[src/sv/spfc_pkg.sv]
package spfc_pkg;

  // position fixed point: 8 fraction bits, 22 bits wide
  localparam int unsigned PosFracBits = 8;
  localparam int unsigned PosW        = 22;
  localparam logic [PosW-1:0] PosReset = 22'd204800;   // 800.0
  localparam logic [PosW-1:0] PosMax   = 22'd2560000;  // 10000.0

  localparam logic [13:0] TestSpeed = 14'd600;

  // loop arithmetic widths
  localparam int unsigned ProdW  = 31;  // speed * ref
  localparam int unsigned Flow100W = 23;  // 100 * flow
  localparam int unsigned ScaledW = 45;  // err * rate
  localparam int unsigned MagW   = 44;
  localparam int unsigned DeltaW = 37;

  // divide by 625 (16 / 10000): 16-bit quotient digits by reciprocal multiply,
  // each digit a multiply, then a remainder step
  localparam logic [9:0]  DivConst   = 10'd625;
  localparam int unsigned DivW       = 48;
  localparam int unsigned DivChunkW  = 16;
  localparam int unsigned RemW       = 10;
  localparam int unsigned DivVW      = RemW + DivChunkW;
  localparam int unsigned RecipW     = 27;
  localparam logic [RecipW-1:0] RecipConst = 27'd109951163;  // ceil(2^36 / 625)
  localparam int unsigned RecipShift = 36;
  localparam int unsigned RecipProdW = DivVW + RecipW;
  localparam int unsigned DivIters   = 2 * (DivW / DivChunkW);
  localparam int unsigned DivCntW    = 3;
  localparam int unsigned QuotW      = 35;

  // configuration port
  localparam int unsigned CfgIdxW  = 3;
  localparam int unsigned CfgDataW = 16;

  localparam logic [CfgIdxW-1:0] CfgIdxEnable     = 3'd0;
  localparam logic [CfgIdxW-1:0] CfgIdxPumpRate   = 3'd1;
  localparam logic [CfgIdxW-1:0] CfgIdxSpinner    = 3'd2;
  localparam logic [CfgIdxW-1:0] CfgIdxSpeedThr   = 3'd3;
  localparam logic [CfgIdxW-1:0] CfgIdxPumpFloor  = 3'd4;
  localparam logic [CfgIdxW-1:0] CfgIdxPumpAssign = 3'd5;
  localparam logic [CfgIdxW-1:0] CfgIdxOnDelay    = 3'd6;
  localparam logic [CfgIdxW-1:0] CfgIdxOffDelay   = 3'd7;

  typedef struct packed {
    logic        sprayer_enable;
    logic [13:0] pump_rate_centi;
    logic [10:0] spinner_pulse;
    logic [9:0]  speed_threshold;
    logic [6:0]  pump_floor_pct;
    logic        pump_assigned;
    logic [15:0] on_delay_ms;
    logic [15:0] off_delay_ms;
  } cfg_t;

  localparam cfg_t CfgReset = '{
    sprayer_enable:  1'b0,
    pump_rate_centi: 14'd1000,
    spinner_pulse:   11'd1300,
    speed_threshold: 10'd100,
    pump_floor_pct:  7'd0,
    pump_assigned:   1'b1,
    on_delay_ms:     16'd100,
    off_delay_ms:    16'd1000
  };

  typedef struct packed {
    logic               func;
    logic               run_request;
    logic [31:0]        time_ms;
    logic [13:0]        travel_speed;
    logic               test_mode;
    logic signed [15:0] ref_flow_gain;
    logic signed [15:0] measured_flow;
  } in_req_t;

  typedef struct packed {
    logic        pump_driven;
    logic [13:0] pump_position;
    logic [10:0] spinner_out;
    logic        spraying_now;
    logic        running_now;
  } out_rsp_t;

  // controller -> datapath
  typedef struct packed {
    logic load;
    logic decide;
    logic mul;
    logic err;
    logic scale;
    logic abs;
    logic div;
    logic fix;
    logic upd;
  } dp_cmd_t;

  // datapath -> controller
  typedef struct packed {
    logic loop;
  } dp_sts_t;

endpackage

[src/sv/spfc_ctrl.sv]
module spfc_ctrl (
  input  logic              clk_i,
  input  logic              rst_ni,
  input  logic              in_valid_i,
  output logic              in_ready_o,
  input  logic              out_free_i,
  output logic              out_load_o,
  input  spfc_pkg::dp_sts_t sts_i,
  output spfc_pkg::dp_cmd_t cmd_o
);

  localparam logic [3:0] StIdle = 4'd0;
  localparam logic [3:0] StDec  = 4'd1;
  localparam logic [3:0] StMul  = 4'd2;
  localparam logic [3:0] StErr  = 4'd3;
  localparam logic [3:0] StScl  = 4'd4;
  localparam logic [3:0] StAbs  = 4'd5;
  localparam logic [3:0] StDiv  = 4'd6;
  localparam logic [3:0] StFix  = 4'd7;
  localparam logic [3:0] StUpd  = 4'd8;
  localparam logic [3:0] StOut  = 4'd9;

  localparam logic [spfc_pkg::DivCntW-1:0] DivLast =
    spfc_pkg::DivCntW'(spfc_pkg::DivIters - 1);

  logic [3:0] state_q, state_d;
  logic [spfc_pkg::DivCntW-1:0] cnt_q, cnt_d;

  always_comb begin
    state_d    = state_q;
    cnt_d      = cnt_q;
    cmd_o      = '0;
    out_load_o = 1'b0;
    in_ready_o = 1'b0;
    unique case (state_q)
      StIdle: begin
        in_ready_o = 1'b1;
        if (in_valid_i) begin
          cmd_o.load = 1'b1;
          state_d    = StDec;
        end
      end
      StDec: begin
        cmd_o.decide = 1'b1;
        state_d      = sts_i.loop ? StMul : StOut;
      end
      StMul: begin
        cmd_o.mul = 1'b1;
        state_d   = StErr;
      end
      StErr: begin
        cmd_o.err = 1'b1;
        state_d   = StScl;
      end
      StScl: begin
        cmd_o.scale = 1'b1;
        state_d     = StAbs;
      end
      StAbs: begin
        cmd_o.abs = 1'b1;
        cnt_d     = '0;
        state_d   = StDiv;
      end
      StDiv: begin
        cmd_o.div = 1'b1;
        cnt_d     = cnt_q + 1'b1;
        if (cnt_q == DivLast) begin
          state_d = StFix;
        end
      end
      StFix: begin
        cmd_o.fix = 1'b1;
        state_d   = StUpd;
      end
      StUpd: begin
        cmd_o.upd = 1'b1;
        state_d   = StOut;
      end
      StOut: begin
        if (out_free_i) begin
          out_load_o = 1'b1;
          state_d    = StIdle;
        end
      end
      default: begin
        state_d = StIdle;
      end
    endcase
  end

  always_ff @(posedge clk_i or negedge rst_ni) begin
    if (!rst_ni) begin
      state_q <= StIdle;
      cnt_q   <= '0;
    end else begin
      state_q <= state_d;
      cnt_q   <= cnt_d;
    end
  end

  a_cmd_onehot: assert property (@(posedge clk_i) disable iff (!rst_ni)
    $onehot0({cmd_o, out_load_o}))
    else $error("more than one datapath command at once");

  a_div_len: assert property (@(posedge clk_i) disable iff (!rst_ni)
    cmd_o.abs |=> cmd_o.div ##(spfc_pkg::DivIters) cmd_o.fix)
    else $error("divide did not run its full length");

  a_no_accept_busy: assert property (@(posedge clk_i) disable iff (!rst_ni)
    (state_q != StIdle) |-> !in_ready_o)
    else $error("request taken while busy");

endmodule

[src/sv/spfc_datapath.sv]
module spfc_datapath (
  input  logic               clk_i,
  input  logic               rst_ni,
  input  spfc_pkg::cfg_t     cfg_i,
  input  spfc_pkg::in_req_t  in_req_i,
  input  spfc_pkg::dp_cmd_t  cmd_i,
  output spfc_pkg::dp_sts_t  sts_o,
  output spfc_pkg::out_rsp_t rsp_o
);

  // captured request
  spfc_pkg::in_req_t req_q;

  // flight state
  logic                       running_q, running_d;
  logic                       spraying_q, spraying_d;
  logic [spfc_pkg::PosW-1:0]  accum_q, accum_d;
  logic [31:0]                over_q, over_d;
  logic [31:0]                under_q, under_d;

  // loop arithmetic
  logic [13:0]                          speed_eff;
  logic signed [spfc_pkg::ProdW-1:0]    prod_q;
  logic signed [spfc_pkg::Flow100W-1:0] flow100_q;
  logic signed [spfc_pkg::ProdW-1:0]    err_q;
  logic signed [spfc_pkg::ScaledW-1:0]  scaled_q;
  logic [spfc_pkg::ScaledW-1:0]         scaled_neg;
  logic                                 neg_q;
  logic [spfc_pkg::DivW-1:0]            div_q;
  logic [spfc_pkg::RemW-1:0]            rem_q;
  logic                                 phase_q;
  logic [spfc_pkg::DivVW-1:0]           div_v;
  logic [spfc_pkg::RecipProdW-1:0]      recip_q;
  logic [spfc_pkg::DivChunkW-1:0]       q_chunk;
  logic [spfc_pkg::DivVW-1:0]           r_full;
  logic [spfc_pkg::QuotW-1:0]           quot;
  logic signed [spfc_pkg::DeltaW-1:0]   delta_q, delta_d;
  logic signed [spfc_pkg::DeltaW-1:0]   pos, pos_lo, lo_s, hi_s;
  logic [13:0]                          floor_int;

  logic        want, loop;
  logic [31:0] over_elapsed, under_elapsed;

  assign over_elapsed  = req_q.time_ms - over_q;
  assign under_elapsed = req_q.time_ms - under_q;

  // decision and state update
  always_comb begin
    running_d  = running_q;
    spraying_d = spraying_q;
    accum_d    = accum_q;
    over_d     = over_q;
    under_d    = under_q;
    want       = spraying_q;
    loop       = 1'b0;
    if (cmd_i.decide) begin
      if (req_q.func) begin
        if (req_q.run_request != running_q) begin
          running_d = req_q.run_request & cfg_i.sprayer_enable;
          if (!(req_q.run_request & cfg_i.sprayer_enable)) begin
            spraying_d = 1'b0;
            accum_d    = spfc_pkg::PosReset;
          end
        end
      end else if (!cfg_i.sprayer_enable || !running_q) begin
        if (running_q) begin
          running_d  = 1'b0;
          spraying_d = 1'b0;
          accum_d    = spfc_pkg::PosReset;
        end
      end else if (cfg_i.pump_assigned) begin
        if (req_q.travel_speed >= {4'b0, cfg_i.speed_threshold}) begin
          if (!spraying_q) begin
            if (over_q == '0) begin
              over_d = req_q.time_ms;
            end else if (over_elapsed > {16'b0, cfg_i.on_delay_ms}) begin
              want   = 1'b1;
              over_d = '0;
            end
          end
          under_d = '0;
        end else begin
          if (spraying_q) begin
            if (under_q == '0) begin
              under_d = req_q.time_ms;
            end else if (under_elapsed > {16'b0, cfg_i.off_delay_ms}) begin
              want    = 1'b0;
              under_d = '0;
            end
          end
          over_d = '0;
        end
        if (req_q.test_mode) begin
          want = 1'b1;
        end
        if (want) begin
          loop = 1'b1;
        end else begin
          spraying_d = 1'b0;
          accum_d    = spfc_pkg::PosReset;
        end
      end
    end
    if (cmd_i.upd) begin
      spraying_d = 1'b1;
      accum_d    = pos[spfc_pkg::PosW-1:0];
    end
  end

  assign sts_o.loop = loop;

  assign speed_eff = req_q.test_mode ? spfc_pkg::TestSpeed : req_q.travel_speed;

  // divide by 625, one 16-bit digit at a time: the first step multiplies
  // remainder:digit by the reciprocal, the second forms the new remainder
  assign div_v   = {rem_q, div_q[spfc_pkg::DivW-1 -: spfc_pkg::DivChunkW]};
  assign q_chunk = recip_q[spfc_pkg::RecipShift +: spfc_pkg::DivChunkW];
  assign r_full  = div_v - {{spfc_pkg::RemW{1'b0}}, q_chunk} *
                           spfc_pkg::DivVW'(spfc_pkg::DivConst);

  assign scaled_neg = -scaled_q;
  assign quot       = div_q[spfc_pkg::QuotW-1:0];

  // floor toward minus infinity on the sign-magnitude quotient
  always_comb begin
    if (neg_q) begin
      delta_d = -$signed({2'b0, quot} + {{(spfc_pkg::DeltaW-1){1'b0}}, (rem_q != '0)});
    end else begin
      delta_d = $signed({2'b0, quot});
    end
  end

  // new position, floor clamp first, then ceiling
  assign floor_int = 14'(cfg_i.pump_floor_pct) * 14'd100;
  assign lo_s = $signed({15'b0, floor_int, {spfc_pkg::PosFracBits{1'b0}}});
  assign hi_s = $signed({15'b0, spfc_pkg::PosMax});
  assign pos_lo = $signed({15'b0, accum_q}) + delta_q;

  always_comb begin
    pos = pos_lo;
    if (pos < lo_s) begin
      pos = lo_s;
    end
    if (pos > hi_s) begin
      pos = hi_s;
    end
  end

  always_ff @(posedge clk_i or negedge rst_ni) begin
    if (!rst_ni) begin
      running_q  <= 1'b0;
      spraying_q <= 1'b0;
      accum_q    <= spfc_pkg::PosReset;
      over_q     <= '0;
      under_q    <= '0;
    end else begin
      running_q  <= running_d;
      spraying_q <= spraying_d;
      accum_q    <= accum_d;
      over_q     <= over_d;
      under_q    <= under_d;
    end
  end

  always_ff @(posedge clk_i) begin
    if (cmd_i.load) begin
      req_q <= in_req_i;
    end
    if (cmd_i.mul) begin
      prod_q    <= spfc_pkg::ProdW'($signed({1'b0, speed_eff})) *
                   spfc_pkg::ProdW'(req_q.ref_flow_gain);
      flow100_q <= spfc_pkg::Flow100W'(req_q.measured_flow * 23'sd100);
    end
    if (cmd_i.err) begin
      err_q <= prod_q - {{(spfc_pkg::ProdW - spfc_pkg::Flow100W){flow100_q[22]}}, flow100_q};
    end
    if (cmd_i.scale) begin
      scaled_q <= spfc_pkg::ScaledW'(err_q) *
                  spfc_pkg::ScaledW'($signed({1'b0, cfg_i.pump_rate_centi}));
    end
    if (cmd_i.abs) begin
      neg_q   <= scaled_q[spfc_pkg::ScaledW-1];
      div_q   <= {{(spfc_pkg::DivW - spfc_pkg::MagW){1'b0}},
                  scaled_q[spfc_pkg::ScaledW-1] ? scaled_neg[spfc_pkg::MagW-1:0]
                                                : scaled_q[spfc_pkg::MagW-1:0]};
      rem_q   <= '0;
      phase_q <= 1'b0;
    end
    if (cmd_i.div) begin
      if (!phase_q) begin
        recip_q <= {{spfc_pkg::RecipW{1'b0}}, div_v} *
                   {{spfc_pkg::DivVW{1'b0}}, spfc_pkg::RecipConst};
      end else begin
        div_q <= {div_q[spfc_pkg::DivW-spfc_pkg::DivChunkW-1:0], q_chunk};
        rem_q <= r_full[spfc_pkg::RemW-1:0];
      end
      phase_q <= !phase_q;
    end
    if (cmd_i.fix) begin
      delta_q <= delta_d;
    end
  end

  assign rsp_o.pump_driven   = spraying_q;
  assign rsp_o.pump_position = accum_q[spfc_pkg::PosW-1:spfc_pkg::PosFracBits];
  assign rsp_o.spinner_out   = spraying_q ? cfg_i.spinner_pulse : '0;
  assign rsp_o.spraying_now  = spraying_q;
  assign rsp_o.running_now   = running_q;

  a_accum_range: assert property (@(posedge clk_i) disable iff (!rst_ni)
    accum_q <= spfc_pkg::PosMax)
    else $error("pump position above ceiling");

  a_spray_needs_run: assert property (@(posedge clk_i) disable iff (!rst_ni)
    spraying_q |-> running_q)
    else $error("spraying while not running");

  a_halt_resets_pos: assert property (@(posedge clk_i) disable iff (!rst_ni)
    $fell(running_q) |-> (accum_q == spfc_pkg::PosReset) && !spraying_q)
    else $error("stop did not return pump to rest");

endmodule

[src/sv/sprayer_pump_flow_controller.sv]
// sprayer pump flow controller
// requests come in on in_valid_i/in_ready_o with an in_req_t payload: either a
// run command (func set) that sets the running flag to request AND enable, or an
// update tick carrying time, ground speed, test flag and two flowmeter values.
// each request gives exactly one result on out_valid_o/out_ready_i: the pump
// drive flag, pump position, spinner pulse and the spraying and running flags.
// configuration goes through cfg_we_i/cfg_index_i/cfg_wdata_i, one register per
// write; the user must see that it is only written while the block is idle,
// as the block itself does not enforce it. a run command or a tick that does
// not run the loop goes from the decision straight to the output; a tick that
// integrates the pump position runs one signed 15x16 multiply, the subtract,
// one 31x15 multiply, the magnitude, a divide by 625 done as three 16-bit
// digits, each a reciprocal multiply and then a remainder step, the floor
// correction and the clamp; the block takes one request at a time
// a finished result sits in the output register; the next request is taken
// while it waits, and the block only stalls before loading the next result
// reset restores the register defaults, clears running and spraying, disarms
// both timers and puts the pump back at 800
module sprayer_pump_flow_controller (
  input  logic                              clk_i,
  input  logic                              rst_ni,
  // request channel
  input  logic                              in_valid_i,
  output logic                              in_ready_o,
  input  spfc_pkg::in_req_t                 in_req_i,
  // result channel
  output logic                              out_valid_o,
  input  logic                              out_ready_i,
  output spfc_pkg::out_rsp_t                out_rsp_o,
  // configuration writes
  input  logic                              cfg_we_i,
  input  logic [spfc_pkg::CfgIdxW-1:0]      cfg_index_i,
  input  logic [spfc_pkg::CfgDataW-1:0]     cfg_wdata_i
);

  spfc_pkg::cfg_t     cfg_q, cfg_d;
  spfc_pkg::dp_cmd_t  cmd;
  spfc_pkg::dp_sts_t  sts;
  spfc_pkg::out_rsp_t rsp;
  spfc_pkg::out_rsp_t out_rsp_q;
  logic               out_valid_q;
  logic               out_load;
  logic               out_free;

  // configuration registers, truncated to their field widths
  always_comb begin
    cfg_d = cfg_q;
    if (cfg_we_i) begin
      unique case (cfg_index_i)
        spfc_pkg::CfgIdxEnable:     cfg_d.sprayer_enable  = cfg_wdata_i[0];
        spfc_pkg::CfgIdxPumpRate:   cfg_d.pump_rate_centi = cfg_wdata_i[13:0];
        spfc_pkg::CfgIdxSpinner:    cfg_d.spinner_pulse   = cfg_wdata_i[10:0];
        spfc_pkg::CfgIdxSpeedThr:   cfg_d.speed_threshold = cfg_wdata_i[9:0];
        spfc_pkg::CfgIdxPumpFloor:  cfg_d.pump_floor_pct  = cfg_wdata_i[6:0];
        spfc_pkg::CfgIdxPumpAssign: cfg_d.pump_assigned   = cfg_wdata_i[0];
        spfc_pkg::CfgIdxOnDelay:    cfg_d.on_delay_ms     = cfg_wdata_i;
        spfc_pkg::CfgIdxOffDelay:   cfg_d.off_delay_ms    = cfg_wdata_i;
      endcase
    end
  end

  always_ff @(posedge clk_i or negedge rst_ni) begin
    if (!rst_ni) begin
      cfg_q <= spfc_pkg::CfgReset;
    end else begin
      cfg_q <= cfg_d;
    end
  end

  // output slot is free when empty or being drained this cycle
  assign out_free = !out_valid_q || out_ready_i;

  spfc_ctrl u_ctrl (
    .clk_i      (clk_i),
    .rst_ni     (rst_ni),
    .in_valid_i (in_valid_i),
    .in_ready_o (in_ready_o),
    .out_free_i (out_free),
    .out_load_o (out_load),
    .sts_i      (sts),
    .cmd_o      (cmd)
  );

  spfc_datapath u_datapath (
    .clk_i    (clk_i),
    .rst_ni   (rst_ni),
    .cfg_i    (cfg_q),
    .in_req_i (in_req_i),
    .cmd_i    (cmd),
    .sts_o    (sts),
    .rsp_o    (rsp)
  );

  // output register
  always_ff @(posedge clk_i or negedge rst_ni) begin
    if (!rst_ni) begin
      out_valid_q <= 1'b0;
    end else if (out_load) begin
      out_valid_q <= 1'b1;
    end else if (out_ready_i) begin
      out_valid_q <= 1'b0;
    end
  end

  always_ff @(posedge clk_i) begin
    if (out_load) begin
      out_rsp_q <= rsp;
    end
  end

  assign out_valid_o = out_valid_q;
  assign out_rsp_o   = out_rsp_q;

  a_pos_range: assert property (@(posedge clk_i) disable iff (!rst_ni)
    out_valid_o |-> (out_rsp_o.pump_position <= 14'd10000))
    else $error("result position out of range");

  a_spinner_idle: assert property (@(posedge clk_i) disable iff (!rst_ni)
    (out_valid_o && !out_rsp_o.pump_driven) |-> (out_rsp_o.spinner_out == '0))
    else $error("spinner driven while pump idle");

  a_no_overwrite: assert property (@(posedge clk_i) disable iff (!rst_ni)
    out_load |-> out_free)
    else $error("pending result overwritten");

endmodule

[config.mk]
export PLATFORM = sky130hd
export DESIGN_NAME = sprayer_pump_flow_controller
export DESIGN_NICKNAME = d
export VERILOG_FILES = /design/src/sv/spfc_pkg.sv /design/src/sv/spfc_ctrl.sv /design/src/sv/spfc_datapath.sv /design/src/sv/sprayer_pump_flow_controller.sv
export SDC_FILE = /design/constraint.sdc
export NUM_CORES = 2
export LEC_CHECK = 0
export BUFFER_PORTS_ARGS = -buffer_cell sky130_fd_sc_hd__buf_4
export CORE_AREA = 2 2 256 447
export CTS_CLUSTER_DIAMETER = 60
export DETAILED_ROUTE_END_ITERATION = 7
export DIE_AREA = 0 0 258 449
export PLACE_DENSITY = 0.79
export SYNTH_ARGS = -nofsm -noshare
export SYNTH_HDL_FRONTEND = slang
export SYNTH_SLANG_ARGS = --single-unit
[constraint.sdc]
create_clock -name clk_i -period 7.3 [get_ports clk_i]
set_input_delay 0.73 -clock clk_i [delete_from_list [all_inputs] [get_ports clk_i]]
set_output_delay 0.73 -clock clk_i [all_outputs]
set_load 0.02 [all_outputs]
==> run metrics <==
status complete, no violations; sequential share of the synthesized area about a fifth; # nets final 8,924; Area contributors post-synth fa_1 28%, ha_1 14%, edfxtp_1 13%; starting density of the core 59.6%; htree depth 2; total of warnings raised by yosys 0; IO buf count roughly 130; slowest CP cell fa_2; mux share of post-synthesis cell area between 1 and 1.5%; XOR/XNOR Fraction of Synth Area under 10%; reg-to-reg startpoint u_datapath.req_q[32]; Die Wd ~260 microns; Worst Max-Slew Pin Slew roughly 1200 ps; CTS buffer count 54; mean post-synth cell area between 9 and 10 sq um; CTS tree done; die height 449 microns; Worst setup SP type flop; Clock Latency Late Sink 660 ps; Worst R2R Path Depth 24; #FFs+latches synth 521; critical path's most frequent cell fa_1; Period Utilization, post-route 99.9%; Setup CP Type reg -> reg; flop2flop setup slack 7 ps; final instance area 74,200 sq um; CTS root buffer clkbuf_16; Max-cap violations 0; number of DRC markers in iteration 0 2,862; Layout area overhead 10.9%; core area 112,000 sq um; Setup Skew 42.6 ps; Main synth FF type edfxtp_1; vias per cell 5.77; initial antenna violation count 3; pin count of the biggest net entering global routing a little under 80; I/O pins 135; total gr overflow 0; Post-synth EDFFs about 290; main combinational cell family by area after synthesis adder cells; minimum clock period 7290 ps; Worst Path Max Fanout 6; gpl congestion 1.08; Worst-path clk slew roughly 70 ps; Setup crit end kind flop; WL/cell between 20 and 25 microns; Worst Path Required ~7700 ps; post-synthesis compound-gate area fraction roughly a tenth; Cell variety after synth 102; Clock Path Buffers 3; Hold Path Class in -> async; die area 116,000 sq um; DRC violations left 0; Final Hold Vio Count 0; First-pass DRT Iterations 6; row cnt between 150 and 200; total global-route track usage 32.8%; headroom to the max-slew limit 22.0%; Async SR Flop Fraction 33.0%; DRT Wirelength around 190,000 microns; Sink Count between 500 and 600; cell area after synthesis 66,900 sq um; Cell Area, Placed 71,600 sq um; RSZ-0062 raised after global routing true; Synth Instances 6,786; Synth area leader fa_1; Critical Path AT about 7700 ps; antenna violation net count after detailed routing 0; Fmax achieved 137 MHz; Synth top area share between 20 and 30%; final setup violating endpoints 0; hpwl dp 155,000 microns; Critical R2R Capture u_datapath.prod_q[30]; share of layout cells above drive strength 1 12.1%; Crit path largest cell delay 620 ps; vias in the first global route between 50,000 and 60,000; cells along the critical path buf_12, buf_12, or2_4, buf_4, nand2_1, fa_1, inv_2, fa_1, fa_1, fa_2, fa_1, fa_2, ha_2, a211o_1, or3_4, o211a_1, nor3_2, o31ai_2, or4_1, a31o_2, a21o_1, a21o_1, o31ai_2, xnor2_1; Synth Area in Adders around 42%; final max-slew violation count 0; fillcell total 8,701; Synth Area in Simple Gates a little under an eighth; DR vias roughly 50,000; Mapped Nets 8,579; first-pass GRT wire length 294,000 microns
-- cell usage after synthesis, drive strengths merged (146+ instances only) --
| cell | instances |
|---|---|
| clkbuf | 182 |
| xnor2 | 189 |
| edfxtp | 291 |
| nand2 | 507 |
| inv | 1398 |
| fa | 946 |
| and2 | 401 |
| ha | 742 |
| dfrtp | 146 |
| nor2 | 210 |
| a21oi | 247 |
| o21ai | 238 |
-- per-layer routing --
metal	wire (microns)	track usage, %	vias up
li1	-	-	22700
met1	58500	31.3	24900
met2	100000	61.5	1630
met3	8300	4.47	821
met4	19200	27.2	4
met5	23	0	-
-- what timing repair did --
action,CTS,global route
hold buffers,0,0
setup buffers,4,34
resized for setup,32,102
pin swaps,7,79
endpoints found under the setup margin,20,15
cloned,0,0
-- flip-flops by register name (all words and copies together) (netlist names), 3 cells and up --
name                  flops
u_datapath.req_q         81
u_datapath.accum_q       22
u_datapath.prod_q        31
u_datapath.scaled_q      45
u_datapath.delta_q       37
u_ctrl.cnt_q              3
u_datapath.rem_q         10
u_datapath.err_q         31
u_datapath.flow100_q     21
u_ctrl.state_q            4
u_datapath.under_q       32
u_datapath.recip_q       16
u_datapath.div_q         48
out_rsp_o                27
cfg_q                    76
u_datapath.over_q        32
-- cells in the final DEF (no fill, tap or decap), types with 15 or more instances in the layout --
cell type	n
a211oi_1	30
a21o_1	104
a21oi_1	237
a22o_1	43
a22o_2	23
a31oi_1	27
and2_1	398
and3_1	25
buf_12	15
buf_4	464
clkbuf_16	55
dfrtp_1	144
dfstp_2	25
dfxtp_1	47
edfxtp_1	291
fa_1	933
ha_1	720
inv_1	1387
mux2_2	76
nand2_1	499
nand2b_1	49
nand3_1	84
nand4_1	40
nor2_1	204
nor2b_1	54
nor3_1	55
nor4_1	32
o211ai_1	47
o21a_1	37
o21ai_0	226
o21bai_1	30
o22ai_1	16
o31ai_1	25
or2_2	15
or3_1	16
xnor2_1	189
xor2_1	111
-- critical path, delay by kind of cell (launching register included) --
family	cells	cell delay, ps
adder cells (fa/ha/maj)	7	3050
flip-flops	1	420
XOR/XNOR	1	100
AO/OA/AOI/OAI	7	1530
AND/OR/NAND/NOR	5	1350
buffers and inverters	4	550
-- logic make-up (layout without fill, tap and decap cells) --
kind of cell / count (synthesis) / after routing
buffers and inverters: 1598 / 1988
AND/OR/NAND/NOR: 1563 / 1563
adder cells (fa/ha/maj): 1688 / 1688
multiplexers: 89 / 89
other: 0 / 2
XOR/XNOR: 300 / 300
flip-flops: 521 / 521
AO/OA/AOI/OAI: 1027 / 1027
-- how the worst max path moves through the flow --
stage                     slack (ps)                 start                endpoint
after floorplan                   10  u_datapath.req_q[32]   u_datapath.prod_q[30]
after global placement          -640  u_datapath.div_q[47]  u_datapath.recip_q[50]
after detailed placement        -730  u_datapath.div_q[38]  u_datapath.recip_q[51]
after CTS                         -4  u_datapath.div_q[39]  u_datapath.recip_q[51]
after global routing            -180  u_datapath.req_q[32]   u_datapath.prod_q[30]
final                              7  u_datapath.req_q[32]   u_datapath.prod_q[30]
-- area by class of cell --
class / instances / area [sq um] / area share (%)
Inverter: 1399 / 5260 / 7.08
Clock inverter: 40 / 372 / 0.501
Antenna cell: 2 / 5.00 / 0.00674
Timing Repair Buffer: 488 / 3890 / 5.24
Sequential cell: 521 / 14300 / 19.2
Tap cell: 1485 / 1860 / 2.50
Clock buffer: 61 / 1430 / 1.93
Multi-Input combinational cell: 4667 / 47200 / 63.5
-- per-stage QoR --
| step | std cells | util, % | TNS (ps) | worst slack, ps | hold slack [ps] |
|---|---|---|---|---|---|
| finish | 8663 | 66.0 | 0 | 7.02 | 61.0 |
| global route | 8662 | 66.0 | -436 | -180 | 94.8 |
| CTS | 8627 | 65.4 | -3.67 | -3.67 | 51.9 |
| detailed placement | 8522 | 63.7 | -5730 | -734 | 406 |
| global placement | 8522 | 63.7 | -4300 | -637 | 405 |
| floorplan | 6786 | - | 0 | 13.6 | 400 |
Power is left out: the tool's default activity adds up to more than one toggle a clock period on the data nets, which glitch-free logic cannot reach.
